File: config.mk
export PLATFORM = sky130hd
export DESIGN_NAME = pfmr_ram
export DESIGN_NICKNAME = d
export VERILOG_FILES = /design/src/rtl/pfmr_pkg.sv /design/src/rtl/pfmr_ram.sv
export SDC_FILE = /design/constraint.sdc
export NUM_CORES = 2
export LEC_CHECK = 0
export ABC_AREA = 0
export BUFFER_PORTS_ARGS = -buffer_cell sky130_fd_sc_hd__buf_2
export CAP_MARGIN = 40
export CORE_ASPECT_RATIO = 0.7
export CORE_MARGIN = 2
export CORE_UTILIZATION = 60
export CTS_BUF_LIST = sky130_fd_sc_hd__clkbuf_8
export DETAILED_ROUTE_END_ITERATION = 8
export PLACE_DENSITY = 0.78
export SLEW_MARGIN = 20
export SYNTH_ARGS = -nofsm -noshare
export SYNTH_HDL_FRONTEND = slang
export SYNTH_SLANG_ARGS = --single-unit
File: constraint.sdc
create_clock -name clk -period 2.85 [get_ports clk]
set_input_delay 0.4275 -clock clk [delete_from_list [all_inputs] [get_ports clk]]
set_output_delay 0.4275 -clock clk [all_outputs]
set_load 0.03 [all_outputs]
File: src/rtl/pfmr_pkg.sv
package pfmr_pkg;

    localparam int SIDE_DEFAULT = 64;
    localparam int BYTE_BITS    = 8;

    typedef enum logic [1:0] {
        REQ_WRITE = 2'd0,
        REQ_READ  = 2'd1,
        REQ_CLEAR = 2'd2,
        REQ_XFORM = 2'd3
    } req_type_t;

    typedef enum logic [1:0] {
        OP_FLIP_ROWS = 2'd0,
        OP_FLIP_COLS = 2'd1,
        OP_ROT_CW    = 2'd2,
        OP_ROT_CCW   = 2'd3
    } xform_op_t;

    typedef enum logic [2:0] {
        ST_INIT,
        ST_IDLE,
        ST_CLEAR,
        ST_XFORM,
        ST_XDRAIN,
        ST_DONE
    } state_t;

endpackage

File: src/rtl/pfmr_ram.sv
module pfmr_ram
    import pfmr_pkg::*;
#(
    parameter int DEPTH = SIDE_DEFAULT * SIDE_DEFAULT / BYTE_BITS,
    parameter int AW    = $clog2(DEPTH)
)
(
    input  logic                 clk,
    input  logic                 we,
    input  logic [AW-1:0]        waddr,
    input  logic [BYTE_BITS-1:0] wdata,
    input  logic                 re,
    input  logic [AW-1:0]        raddr,
    output logic [BYTE_BITS-1:0] rdata
);

    logic [BYTE_BITS-1:0] mem [DEPTH];
    logic [BYTE_BITS-1:0] rdata_reg;

    always_ff @(posedge clk)
    begin
        if (we)
        begin
            mem[waddr] <= wdata;
        end
    end

    // hold read data while no read is issued
    always_ff @(posedge clk)
    begin
        if (re)
        begin
            rdata_reg <= mem[raddr];
        end
    end

    assign rdata = rdata_reg;

endmodule

* Yosys cells after proc, flatten, opt, wreduce, memory -nomap -nowiden
Memory sizes are Yosys's and may differ from the RTL's. A register that Yosys moved wholly into a read port is not among the register bits.
Cells that the tools add are included.
** Storage, ports and cells
- Register bits after elaboration :: 0
- RAM bits :: 4096
- Bits of input ports :: 29
- Word-level logic and storage cells :: 3
- Memories kept :: 1
** Operators by class
- Muxes and demuxes :: 2
** Memories
- mem :: words 512, width 8, rd ports 1, clocked after Yosys merged registers in 1, wr ports 1, RTL line pfmr_ram.sv:17 : logic [BYTE_BITS-1:0] mem [DEPTH];
** Operators with widths (count)
- 1-bit two-way mux :: 2

* Logic depth before layout (Yosys ltp)
- Depth in word-level cells :: 2
- Depth in mapped cells :: 12
- Depth with buffers taken out :: 7

* Worst setup path after synthesis
Ideal clock, no wire load.
- Kind :: input to register
- Start :: input raddr[0]
- End :: register rdata_reg[0], in the netlist rdata[0] (read register of mem) (data pin)
- Setup time :: 0.257 ns
- Arrival :: 2.282 ns
- Setup slack :: 0.311 ns
- Stages :: 10
- Path buffers :: 4
- Cell sequence :: buf_4 > buf_12 > buf_12 > buf_2 > mux4_2 > o21ai_0 > nand3_1 > nand4_1 > o21ai_0 > o2111a_1
** RTL lines
- from (decl) :: RTL line pfmr_ram.sv:13 : input logic [AW-1:0] raddr,
- to (decl) :: RTL line pfmr_ram.sv:18 : logic [BYTE_BITS-1:0] rdata_reg;

==> impl_metrics.csv <==
group,metric,value,unit
place,port_buffers,36,
clock_network,cts.path.max_buffers,4,
grt,antenna_found_initial,11,
sta,skew,0.0831,ns
final_layout,final_area,0.184,mm^2
sta,clock.fmax,0.351,GHz
pwr,p_per_area,628,mW/mm^2
place,post_dp_cell_area,0.174,mm^2
sta,worst_slack,-0.00302,ns
critical_path,startpoint_type,"flip-flop",
grt,overflow,0,
critical_path,crit_top_cell,"buf_4",
floorplan,initial_core_util,60.4,%
floorplan,die_x,621,um
detailed_routing,drt_iter0_drc,15100,
pwr,irDropWorstVdd,0.513,mV
yosys,synth.distinct_cells,50,
grt,grt_use_total,31.4,%
yosys,synthCells,8030,
yosys,netlist_area,0.160,mm^2
yosys,synth_ff_type,"edfxtp_1",
final_layout,largest_register_ffs,4096,
final_layout,nets,9504,
detailed_routing,finalWirelength,429000,um
clock_network,cts_buffers,582,
place,hpwl,279000,um
detailed_routing,antenna_left,0,
place,pre_cts_slack,-0.837,ns
critical_path,end_kind,"flip-flop",
floorplan,ios,37,
sta,fin_crit_sh,100,%
floorplan,dieHeight,436,um
clock_network,clk_latency,1.07,ns
detailed_routing,drc,0,
final_layout,final_cells,13400,
yosys,yosysSeqAreaShare,77.0,%
sta,fin_crit,2.85,ns
worst_hold_path,min_path_type,"input pin to flip-flop",
run_status,violations,"setup timing",
detailed_routing,firstDrtPassIters,8,
detailed_routing,vias,90600,
critical_path,cp.required,3.77,ns
sta,hold_slack,0.300,ns
sta,setup_tns,-0.00302,ns
clock_network,htree_levels,6,
grt,grt_max_degree,148,
final_layout,areaGrowthSynthToFinish,15.1,%
clock_network,ctsRootBufferMaster,"clkbuf_8",
critical_path,cp_max_fo,2,
floorplan,num_rows,158,
critical_path,arrival,3.77,ns
sta,maxSlewViolCount,0,
final_layout,drive_above_1_share,27.8,%
clock_network,post-cts-setup-buffers,0,
detailed_routing,avgViaCountPerCell,6.76,
sta,slew_headroom,33.3,%
sta,hold_violations,0,
yosys,syn-num-nets,8059,
sta,setup_viol,1,
critical_path,crit_path_max_incr_delay,0.41,ns
floorplan,die-area,0.271,mm^2
job,max-cap-violations,0,
grt,grt_pass1_wl,616000,um
yosys,synth-edff-count,4104,
clock_network,clk_pin_slew_worst_paths,0.07,ns
place,place_congestion,0.990,
run_status,run_status,"finished with violations",
pwr,p_leak,61.7,nW
sta,tightest_slew,0.987,ns
clock_network,clock_sinks,4104,
critical_path,cpMaxStageDelayCell,"nor4_1",
yosys,async_flop_share,0,%
critical_path,crit_chain,"mux2i_1 > o221ai_1 > buf_4 > a21oi_1 > nor4_1 > buf_4 > nand4_1 > nor4_1 > buf_4 > o2111a_1",
grt,grt_pass1_vias,89300,
yosys,yosysWarningCount,0,
place,dp.cells,12400,
clock_network,cts_tree,"yes",
floorplan,core-area,0.265,mm^2
detailed_routing,wire_per_inst,32.0,um
yosys,ys_seq_elements,4104,
critical_path,crit_type,"flip-flop to flip-flop",
yosys,postSynthAreaPerCell,19.9,um^2
[power by group]
group	switching, mW	internal [mW]
sequential	0.0429	66.5
clock	21.9	20.1
combinational	4.49	2.65
[cell usage after synthesis, drive strengths merged, types with 7 or more instances]
cell type | instances | area, um^2
mux2i | 797 | 7980
o41ai | 7 | 61.3
a22oi | 61 | 458
nor2 | 597 | 2240
o22ai | 163 | 1020
buf | 248 | 1950
nand2 | 111 | 417
nand4 | 32 | 200
o2111a | 8 | 90.1
nor4 | 36 | 225
mux4 | 654 | 14700
nor3b | 8 | 60.1
nand3 | 36 | 180
edfxtp | 4104 | 123000
o31ai | 13 | 97.6
and2 | 20 | 125
nor3 | 109 | 546
o221ai | 372 | 3260
a21oi | 194 | 971
a211oi | 17 | 128
clkbuf | 265 | 995
o21ai | 119 | 596
[routing by layer]
layer  GRT usage [%]  wire (um)  vias to the layer above
met5               0         20                        -
met4            11.1      16700                        4
met3            11.2      70800                     1051
met2            44.4     187000                     7567
met1            45.8     155000                    45700
li1                -          -                    36300
[final cells by class]
type / count / area, um^2
well taps: 3520 / 4400
clock inverters: 387 / 1920
inverters: 3 / 18.8
multi-input cells: 3410 / 34100
diodes: 11 / 27.5
fillers: 15300 / 80900
repair buffers: 1374 / 12300
flip-flops and latches: 4104 / 123000
clock buffers: 594 / 8180
[critical path, delay by kind of cell, from the launching register on]
family	cells	cell delay, ns
AO/OA/AOI/OAI	3	0.59
multiplexers	1	0.09
buffers and inverters	3	0.61
flip-flops	1	0.35
AND/OR/NAND/NOR	3	1.08
[cells by family after synthesis]
family | count (synthesis) | share of synthesized area [%]
flops | 4104 | 77.0
mux | 1451 | 14.2
simple gates | 980 | 2.63
compound gates | 979 | 4.31
buf+inv | 516 | 1.85
[stage by stage]
stage	utilization, %	total power [mW]
after floorplan	-	71.0
after global placement	65.5	74.5
after detailed placement	65.5	74.7
after CTS	69.4	116
after global routing	69.5	119
final	69.5	116
[layout by cell type (no fill, tap or decap), types with 9 or more instances in the layout]
cell / Yosys / routed
a211oi_1: 17 / 17
a21oi_1: 194 / 194
a22oi_1: 61 / 61
and2_1: 20 / 19
buf_12: 5 / 160
buf_2: 57 / 28
buf_4: 70 / 1164
buf_8: 11 / 10
clkbuf_8: 0 / 594
clkinv_1: 0 / 111
clkinv_2: 0 / 29
clkinvlp_4: 0 / 18
diode_2: 0 / 11
dlygate4sd3_1: 0 / 9
edfxtp_1: 4104 / 4104
inv_1: 2 / 196
inv_6: 0 / 17
mux2i_1: 797 / 795
mux4_2: 654 / 654
nand2_1: 111 / 97
nand2_4: 0 / 12
nand3_1: 36 / 32
nand4_1: 32 / 32
nor2_1: 597 / 597
nor3_1: 109 / 107
nor4_1: 36 / 24
nor4_2: 0 / 12
o21ai_0: 118 / 118
o221ai_1: 371 / 368
o22ai_1: 163 / 163
o31ai_1: 13 / 13
[path summary, 6_finish.rpt]
kind	slack, ns	cells past startpoint	endpoint	start
max	-0.003	10	rdata[3]$_DFFE_PP_	mem[56][3]$_DFFE_PP_
min	0.30	6	mem[106][2]$_DFFE_PP_	waddr[4]
max reg2reg	-0.003	10	rdata[3]$_DFFE_PP_	mem[56][3]$_DFFE_PP_
min reg2reg	1.32	6	rdata[0]$_DFFE_PP_	mem[312][0]$_DFFE_PP_
[timing repair]
action	in CTS	in global routing
endpoints found under the hold margin	440	0
resized for setup	1	13
endpoints found under the setup margin	1	5
hold buffers	9	0
pin swaps	0	4
No activity file was read; power rests on OpenSTA's default activity.
