File: config.mk
export PLATFORM = sky130hd
export DESIGN_NAME = pfmr_src
export DESIGN_NICKNAME = d
export VERILOG_FILES = /design/src/rtl/pfmr_pkg.sv /design/src/rtl/pfmr_src.sv
export SDC_FILE = /design/constraint.sdc
export NUM_CORES = 1
export LEC_CHECK = 0
export ABC_AREA = 1
export BUFFER_PORTS_ARGS = -buffer_cell sky130_fd_sc_hd__clkbuf_2
export CAP_MARGIN = 20
export CORE_AREA = 2 2 39 41
export DETAILED_ROUTE_END_ITERATION = 12
export DIE_AREA = 0 0 41 43
export GPL_ROUTABILITY_DRIVEN = 0
export PLACE_DENSITY = 0.69
export SLEW_MARGIN = 20
export SYNTH_ARGS = -nofsm -noshare
export SYNTH_HDL_FRONTEND = slang
export SYNTH_SLANG_ARGS = --single-unit
File: constraint.sdc
create_clock -name vclk -period 1.3
set_clock_uncertainty 0.1 [all_clocks]
set_input_delay 0.065 -clock vclk [all_inputs]
set_output_delay 0.065 -clock vclk [all_outputs]
set_load 0.1 [all_outputs]
File: src/rtl/pfmr_pkg.sv
package pfmr_pkg;

    localparam int SIDE_DEFAULT = 64;
    localparam int BYTE_BITS    = 8;

    typedef enum logic [1:0] {
        REQ_WRITE = 2'd0,
        REQ_READ  = 2'd1,
        REQ_CLEAR = 2'd2,
        REQ_XFORM = 2'd3
    } req_type_t;

    typedef enum logic [1:0] {
        OP_FLIP_ROWS = 2'd0,
        OP_FLIP_COLS = 2'd1,
        OP_ROT_CW    = 2'd2,
        OP_ROT_CCW   = 2'd3
    } xform_op_t;

    typedef enum logic [2:0] {
        ST_INIT,
        ST_IDLE,
        ST_CLEAR,
        ST_XFORM,
        ST_XDRAIN,
        ST_DONE
    } state_t;

endpackage

File: src/rtl/pfmr_src.sv
module pfmr_src
    import pfmr_pkg::*;
#(
    parameter int SIDE = SIDE_DEFAULT
)
(
    input  xform_op_t                       op,
    input  logic [((SIDE/8 > 1) ? $clog2(SIDE/8) : 1)-1:0] page,
    input  logic [$clog2(SIDE)-1:0]         col,
    input  logic [2:0]                      bit_idx,
    output logic [$clog2(SIDE*(SIDE/8))-1:0] src_addr,
    output logic [2:0]                      src_bit
);

    localparam int PAGES = SIDE / 8;
    localparam int STORE = SIDE * PAGES;
    localparam int AW    = $clog2(STORE);
    localparam int CW    = $clog2(SIDE);
    localparam logic [CW-1:0] LAST_IDX = CW'(SIDE - 1);
    localparam logic [AW:0]   SIDE_W   = (AW + 1)'(SIDE);

    logic [CW-1:0] row;
    logic [CW-1:0] row_mir;
    logic [CW-1:0] col_mir;
    logic [CW-1:0] src_row;
    logic [CW-1:0] src_col;
    logic [AW:0]   addr_w;

    always_comb
    begin
        row     = CW'({page, bit_idx});
        row_mir = LAST_IDX - row;
        col_mir = LAST_IDX - col;
        case (op)
            OP_FLIP_ROWS:
            begin
                src_row = row_mir;
                src_col = col;
            end
            OP_FLIP_COLS:
            begin
                src_row = row;
                src_col = col_mir;
            end
            OP_ROT_CW:
            begin
                src_row = col_mir;
                src_col = row;
            end
            OP_ROT_CCW:
            begin
                src_row = col;
                src_col = row_mir;
            end
            default:
            begin
                src_row = row;
                src_col = col;
            end
        endcase
        // page of the source row times the page stride, plus the column
        addr_w   = (AW + 1)'(src_row >> 3) * SIDE_W + (AW + 1)'(src_col);
        src_addr = addr_w[AW-1:0];
        src_bit  = src_row[2:0];
    end

endmodule
Word level (Yosys, flattened, before mapping) --
Index checks and enable logic that the tools add are counted. Widths: inputs -> output; s select.
Storage, ports and cells: register bits after elaboration 0, input bits 14, output and inout port bits 12, word-level logic and storage cells 9
Cells by class: add/sub/neg operators 3, equality and inequality tests 3, muxes and demuxes 2, reductions and logical operators 1
Operators with widths (number):
- $pmux 6 s4 | 2
- $sub 6x6->6 const A | 2
- $add 9x6->9 | 1
- $eq 2x2->1 const B | 2
- $eq 2x1->1 const B | 1
- $logic_not 2->1 | 1

Depth between registers and ports, before layout --
Gate-level depths: netlist of run 1.
depth after elaboration 3, mapped depth 6

Least setup slack after synthesis of run 1 --
No wires, ideal clock.
kind input -> output, start point input op[1], end point output src_addr[4], arrival time 1038 ps, required time 1135 ps, slack 97 ps, stages on the path 6, buffers on the path 1, cell sequence inv_2 > buf_6 > nand2_1 > nand3_1 > nand2_1 > inv_1
Between the ends: word-level cells in the longest chain between the ends 3
RTL lines:
- start, declared | RTL line pfmr_src.sv:7 | input xform_op_t op,
- $eq 2x2->1, or another cell as far along | RTL line pfmr_src.sv:34 | case (op)
- $pmux 6 s4 (*) | RTL line pfmr_src.sv:34
- $add 9x6->9 (*) | RTL line pfmr_src.sv:62 | addr_w = (AW + 1)'(src_row >> 3) * SIDE_W + (AW + 1)'(src_col);
- end, declared | RTL line pfmr_src.sv:11 | output logic [$clog2(SIDE*(SIDE/8))-1:0] src_addr,
Mark *: on every way between the ends. The rest lies on a longest branch, timed or not.

Worst setup path after layout of run 1 --
start point input op[1], end point output src_addr[0]
Same word-level chain as after synthesis.

==> results.md, run 1 <==
- Status: finished clean
- GRT overflow: 0
- Core Area: 0.00138 sq mm
- Syn Nets: between 100 and 150
- Clock power share: 0%
- Total Wirelength: about 1.3 mm
- Hold Slack: 0.520 ns
- Routed len/inst: roughly 8.8 um
- FFs & Latches: 0
- CP Capture Type: primary output
- Post-route clock period utilization: 85.8%
- CP required: 1.13 ns
- Hold_sp: col[3]
- Area growth syn-to-layout: 68.3%
- Final instance count without filler cells: around 150
- WHS Endpoint: src_addr[3]
- Die ar.: roughly 0.0018 sq mm
- Tmin final: ~1.1 ns
- Clkbuf count: 0
- Crit start category: primary input
- Vias in the first global route: about 560
- Syn_area_per_cell: ~4.3 sq um
- Fillers: about 140
- Hold crit path type: in2out
- Met2 WL: roughly 650 um
- Critical-path cell list: clkbuf_2, inv_2, nand2_1, nand2_1, nand2_1, nand2_1, buf_12
- Post-synth top area cell: nand2_1
- Slowest cell delay on critical path: around 0.23 ns
- DRT antenna net count: 0
- Post-CTS setup buffers: 0
- Post-synth top area share: a little over 50%
- Syn. warnings: 0
- Wl on met1: 550 um
- DR vias/cell: approximately 4.7
- Worst EP arrival: around 0.95 ns
- Fin. Hold Viols: 0
- Initial antenna violation count: 0
- HPWL Detailed: approximately 1.0 mm
- Initial DRC Count: 8
- Top post-synthesis cells by area: nand2_1, nand3_1, inv_1
- # DRC: 0
- P_leak: 0.000501 uW
- Resize count post-CTS: 0
- Sequential fraction of the synthesis area: 0%
- Sequential power share: 0%
- Netlist cell types: 7
- RSZ-0062 raised after global routing: false
- Slowest stage cell, crit path: inv_2
- N_diodes: 0
- Fraction of layout cells with a size suffix above 1: between 20% and 30%
- TNS Setup: 0 ns
- Pin count of the biggest net entering global routing: 20
- Sw Pwr: between 400 and 500 uW
- Number of nets in the layout: around 150
- Fmax: approximately 900 MHz
- # IOs: 26
- Uppermost layer routed: met3
- Die Wd: between 40 and 50 um
- Synth cell count leaders: nand2_1, inv_1, nand3_1, buf_2, buf_6
- Port Buffers: 26
- Switching part of the total: about two thirds
- Cts hold-fix bufs: 0
- Max rail drop VDD: approximately 380 uV
- Final max-slew violation count: 0
- Max_slew headroom: about three quarters
- Critical setup path kind: in2out
- # setup viols final: 0
- Placed insts: between 100 and 150
- P_int: roughly 200 uW
- Global-route wire length before repair: approximately 2.1 mm
- Max_cap viols: 0
- Die Y: ~43 um
- Hold Path Cell Cnt: 5
- Seq. cell area: 0 sq um
- Via count: slightly below 700
- GRT Total Usage: roughly 15%
- # rows: 14
- P per Cell Area: between 700 and 800 mW/mm^2
- First-pass iteration count of the detailed router: 4
- Post-synthesis cell area: 447 sq um
- Routed length on met3: around 65 um
- Overall power: around 600 uW
- CP dominant cell by count: nand2_1
- Worst-margin pin slew: approximately 0.37 ns
- Most common cell in the netlist: nand2_1
- Syn Inst Count: between 100 and 150
- Starting Density: about 32%
- CP max FO: 19
- Combinational fraction of design power: between 90% and 100%
[power groups by stage]
stage	clock [uW]	combinational [uW]	sequential [uW]
3_5_place_dp	0	601	0
3_3_place_gp	0	592	0
4_1_cts	0	602	0
6_report	0	601	0
2_1_floorplan	0	389	0
5_1_grt	0	630	0
[cells in the final DEF (no fill, tap or decap)]
cell,count
nand2_1,60
inv_1,20
nand3_1,19
clkbuf_2,14
buf_12,12
buf_4,3
inv_2,1
[metrics by stage]
step                      worst slack (ns)  instance area, sq um  util, %
final                                0.185                   752     54.3
after global routing                0.0565                   752     54.3
after CTS                            0.194                   752     54.3
after detailed placement             0.205                   752     54.3
after global placement               0.259                   752     54.3
after floorplan                     0.0975                   447        -
[routing by layer]
layer | up-vias | GRT usage, %
met5 | - | 0
li1 | 359 | -
met1 | 304 | 22.5
met2 | 20 | 25.6
met4 | 0 | 1.33
met3 | 0 | 0
[worst max-delay path by stage]
| stage | end | slack, ns | startpoint |
|---|---|---|---|
| detailed placement | src_addr[0] | 0.20 | op[1] |
| CTS | src_addr[0] | 0.19 | op[1] |
| global route | src_addr[1] | 0.06 | op[1] |
| floorplan | src_addr[4] | 0.1 | op[1] |
| global placement | src_addr[0] | 0.26 | op[1] |
| finish | src_addr[0] | 0.18 | op[1] |
[worst max-delay path, delay by kind of cell]
family / cells / cell delay, ns
buffers and inverters: 3 / 0.52
and+or+nand+nor: 4 / 0.36
[layout make-up]
cell class | instances | area [sq um] | area share, %
multi-input cells | 79 | 320 | 42.6
well taps | 16 | 20.0 | 2.66
repair buffers | 29 | 333 | 44.3
inverters | 21 | 78.8 | 10.5
[cell families (layout without fill, tap and decap cells)]
logic type | count (synthesis) | after routing | share of synthesized area (%)
buffers and inverters | 26 | 50 | 28.3
and+or+nand+nor | 79 | 79 | 71.7
Power figures use the tool's default switching activity.
==> run 2: changes to the inputs <==
--- a/config.mk
+++ b/config.mk
@@ -12,7 +12,8 @@
 export DETAILED_ROUTE_END_ITERATION = 12
 export DIE_AREA = 0 0 41 43
 export GPL_ROUTABILITY_DRIVEN = 0
-export PLACE_DENSITY = 0.69
+export PLACE_DENSITY = 0.72
+export SETUP_SLACK_MARGIN = 0.5
 export SLEW_MARGIN = 20
 export SYNTH_ARGS = -nofsm -noshare
 export SYNTH_HDL_FRONTEND = slang
==> constraint.sdc (replaced) <==
create_clock -name vclk -period 0.95
set_clock_uncertainty 0.1 [all_clocks]
set_input_delay 0.19 -clock vclk [all_inputs]
set_output_delay 0.19 -clock vclk [all_outputs]
set_load 0.1 [all_outputs]
==> results.md, run 2 (synthesis results as in run 1) <==
- Die Wd: 41 um (unchanged)
- Initial antenna violation count: 0 (unchanged)
- Multi-input logic area: 594 sq um (was 320 sq um)
- RSZ-0062 raised after global routing: true (was false)
- # setup viols final: 12 (was 0)
- Status: finished with violations (was finished clean)
- GRT overflow: 0 (unchanged)
- Final instance count without filler cells: 147 (was 145)
- Most frequent cells in the layout: nand2_2, nand2_1, nand3_2 (was nand2_1, inv_1, nand3_1)
- Pin count of the biggest net entering global routing: 20 (unchanged)
- Clkbuf count: 0 (unchanged)
- Most common cell after layout, fill and taps aside: nand2_2 (was nand2_1)
- Hold crit path type: in2out (unchanged)
- Fillers: 88 (was 136)
- Crit start category: primary input (unchanged)
- Starting Density: 32.3% (unchanged)
- Via count: 727 (was 683)
- Fin. Hold Viols: 0 (unchanged)
- GRT Total Usage: 20.5% (was 15.5%)
- DRT antenna net count: 0 (unchanged)
- P per Cell Area: 920 mW/mm^2 (was 799 mW/mm^2)
- Routed len/inst: 12.3 um (was 8.76 um)
- P_leak: 0.000574 uW (was 0.000501 uW)
- HPWL Detailed: 1.04 mm (was 1.01 mm)
- Max rail drop VDD: 768 uV (was 379 uV)
- Max_cap viols: 0 (unchanged)
- Area growth syn-to-layout: 156% (was 68.3%)
- Post-route clock period utilization: 133%
- Max_slew headroom: 90.0% (was 75.2%)
- Placed insts: 146 (was 145)
- Worst-margin pin slew: 0.150 ns (was 0.371 ns)
- WHS Endpoint: src_addr[5] (was src_addr[3])
- Post-CTS setup buffers: 0 (unchanged)
- CP Capture Type: primary output (unchanged)
- Placed Instance Area: 962 sq um (was 752 sq um)
- Crit path launch: op[1] (unchanged)
- Die ar.: 0.00176 sq mm (unchanged)
- Initial DRC Count: 8 (unchanged)
- Global-route wire length before repair: 2.65 mm (was 2.09 mm)
- # DRC: 0 (unchanged)
- Hold_sp: page[2] (was col[3])
- CP required: 0.66 ns (was 1.13 ns)
- N_diodes: 0 (unchanged)
- First-pass iteration count of the detailed router: 4 (unchanged)
- Hold Slack: 0.793 ns (was 0.520 ns)
- Port Buffers: 26 (unchanged)
- Core Area: 0.00138 sq mm (unchanged)
- FFs & Latches: 0 (unchanged)
- CP max FO: 6 (was 19)
- Die Y: 43 um (unchanged)
- Final WS setup: -0.309 ns (was 0.185 ns)
- Tmin final: 1.26 ns
- Final instance area: 0.00114 sq mm (was 752 sq um)
- Violated checks: setup timing
- # rows: 14 (unchanged)
- Hold Path Cell Cnt: 5 (unchanged)
- Seq. cell area: 0 sq um (unchanged)
- Core Util, Final: 82.6% (was 54.3%)
- # IOs: 26 (unchanged)
- Dpl ws: -0.393 ns (was 0.205 ns)
- Total Wirelength: 1.81 mm (was 1.27 mm)
- DR vias/cell: 4.95 (was 4.71)
- Number of nets in the layout: 147 (was 145)
- Critical setup path kind: in2out (unchanged)
- Fraction of layout cells with a size suffix above 1: 74.8% (was 23.3%)
- Fmax: slightly below 800 MHz
- Worst EP arrival: 0.97 ns (was 0.95 ns)
- Final max-slew violation count: 0 (unchanged)
- Vias in the first global route: 647 (was 559)
## run 2: cell types whose count changed in the layout (fill, tap and decap cells not counted), moves of 2 or more
| cell | change |
|---|---|
| buf_12 | +2 |
| buf_4 | -3 |
| buf_8 | +2 |
| clkinvlp_4 | +7 |
| inv_1 | -8 |
| nand2_1 | -40 |
| nand2_2 | +32 |
| nand2_4 | +3 |
| nand2_8 | +5 |
| nand3_1 | -18 |
| nand3_2 | +18 |
## run 2: layout make-up
class	instances	area share, %
timing repair buffer	31	36.0
inverter	21	10.3
tap	16	1.75
multi-input combinational	79	52.0
## run 2: worst max-delay path by stage
stage | end | slack [ns] | cells past startpoint
3_3_place_gp | src_addr[3] | -0.37 | 6
2_1_floorplan | src_addr[6] | -0.38 | 6
4_1_cts | src_bit[1] | -0.30 | 7
3_5_place_dp | src_addr[2] | -0.39 | 7
6_report | src_bit[1] | -0.31 | 7
5_1_grt | src_bit[2] | -0.34 | 7
## run 2: power by group
group          switching [uW]  internal (uW)
combinational             676            376
clock                       0              0
sequential                  0              0
## run 2: per-layer routing
layer / GRT usage, % / wire length [um]
met3: 0.524 / 58
met2: 39.1 / 1030
met5: 0 / 0
met4: 2.00 / 20
met1: 24.1 / 702
## run 2: critical path: stages
cell	delay, ns
clkbuf_16	0.15
buf_8	0.14
nand2_2	0.06
nand3_2	0.06
nand2_2	0.10
clkinvlp_4	0.10
buf_12	0.17
## run 2: through the flow
stage / TNS (ns) / power (uW)
2_1_floorplan: -3.07 / 662
3_3_place_gp: -4.17 / 944
3_5_place_dp: -4.54 / 957
4_1_cts: -3.38 / 1010
5_1_grt: -3.86 / 1090
6_report: -3.49 / 1050
## run 2: timing repair
action / in CTS / in global routing
endpoints found under the setup margin: 12 / 12
gates resized for setup: 30 / 17
pin swaps: 5 / 10
gates cloned: 1 / 0
hold buffers: 0 / 0
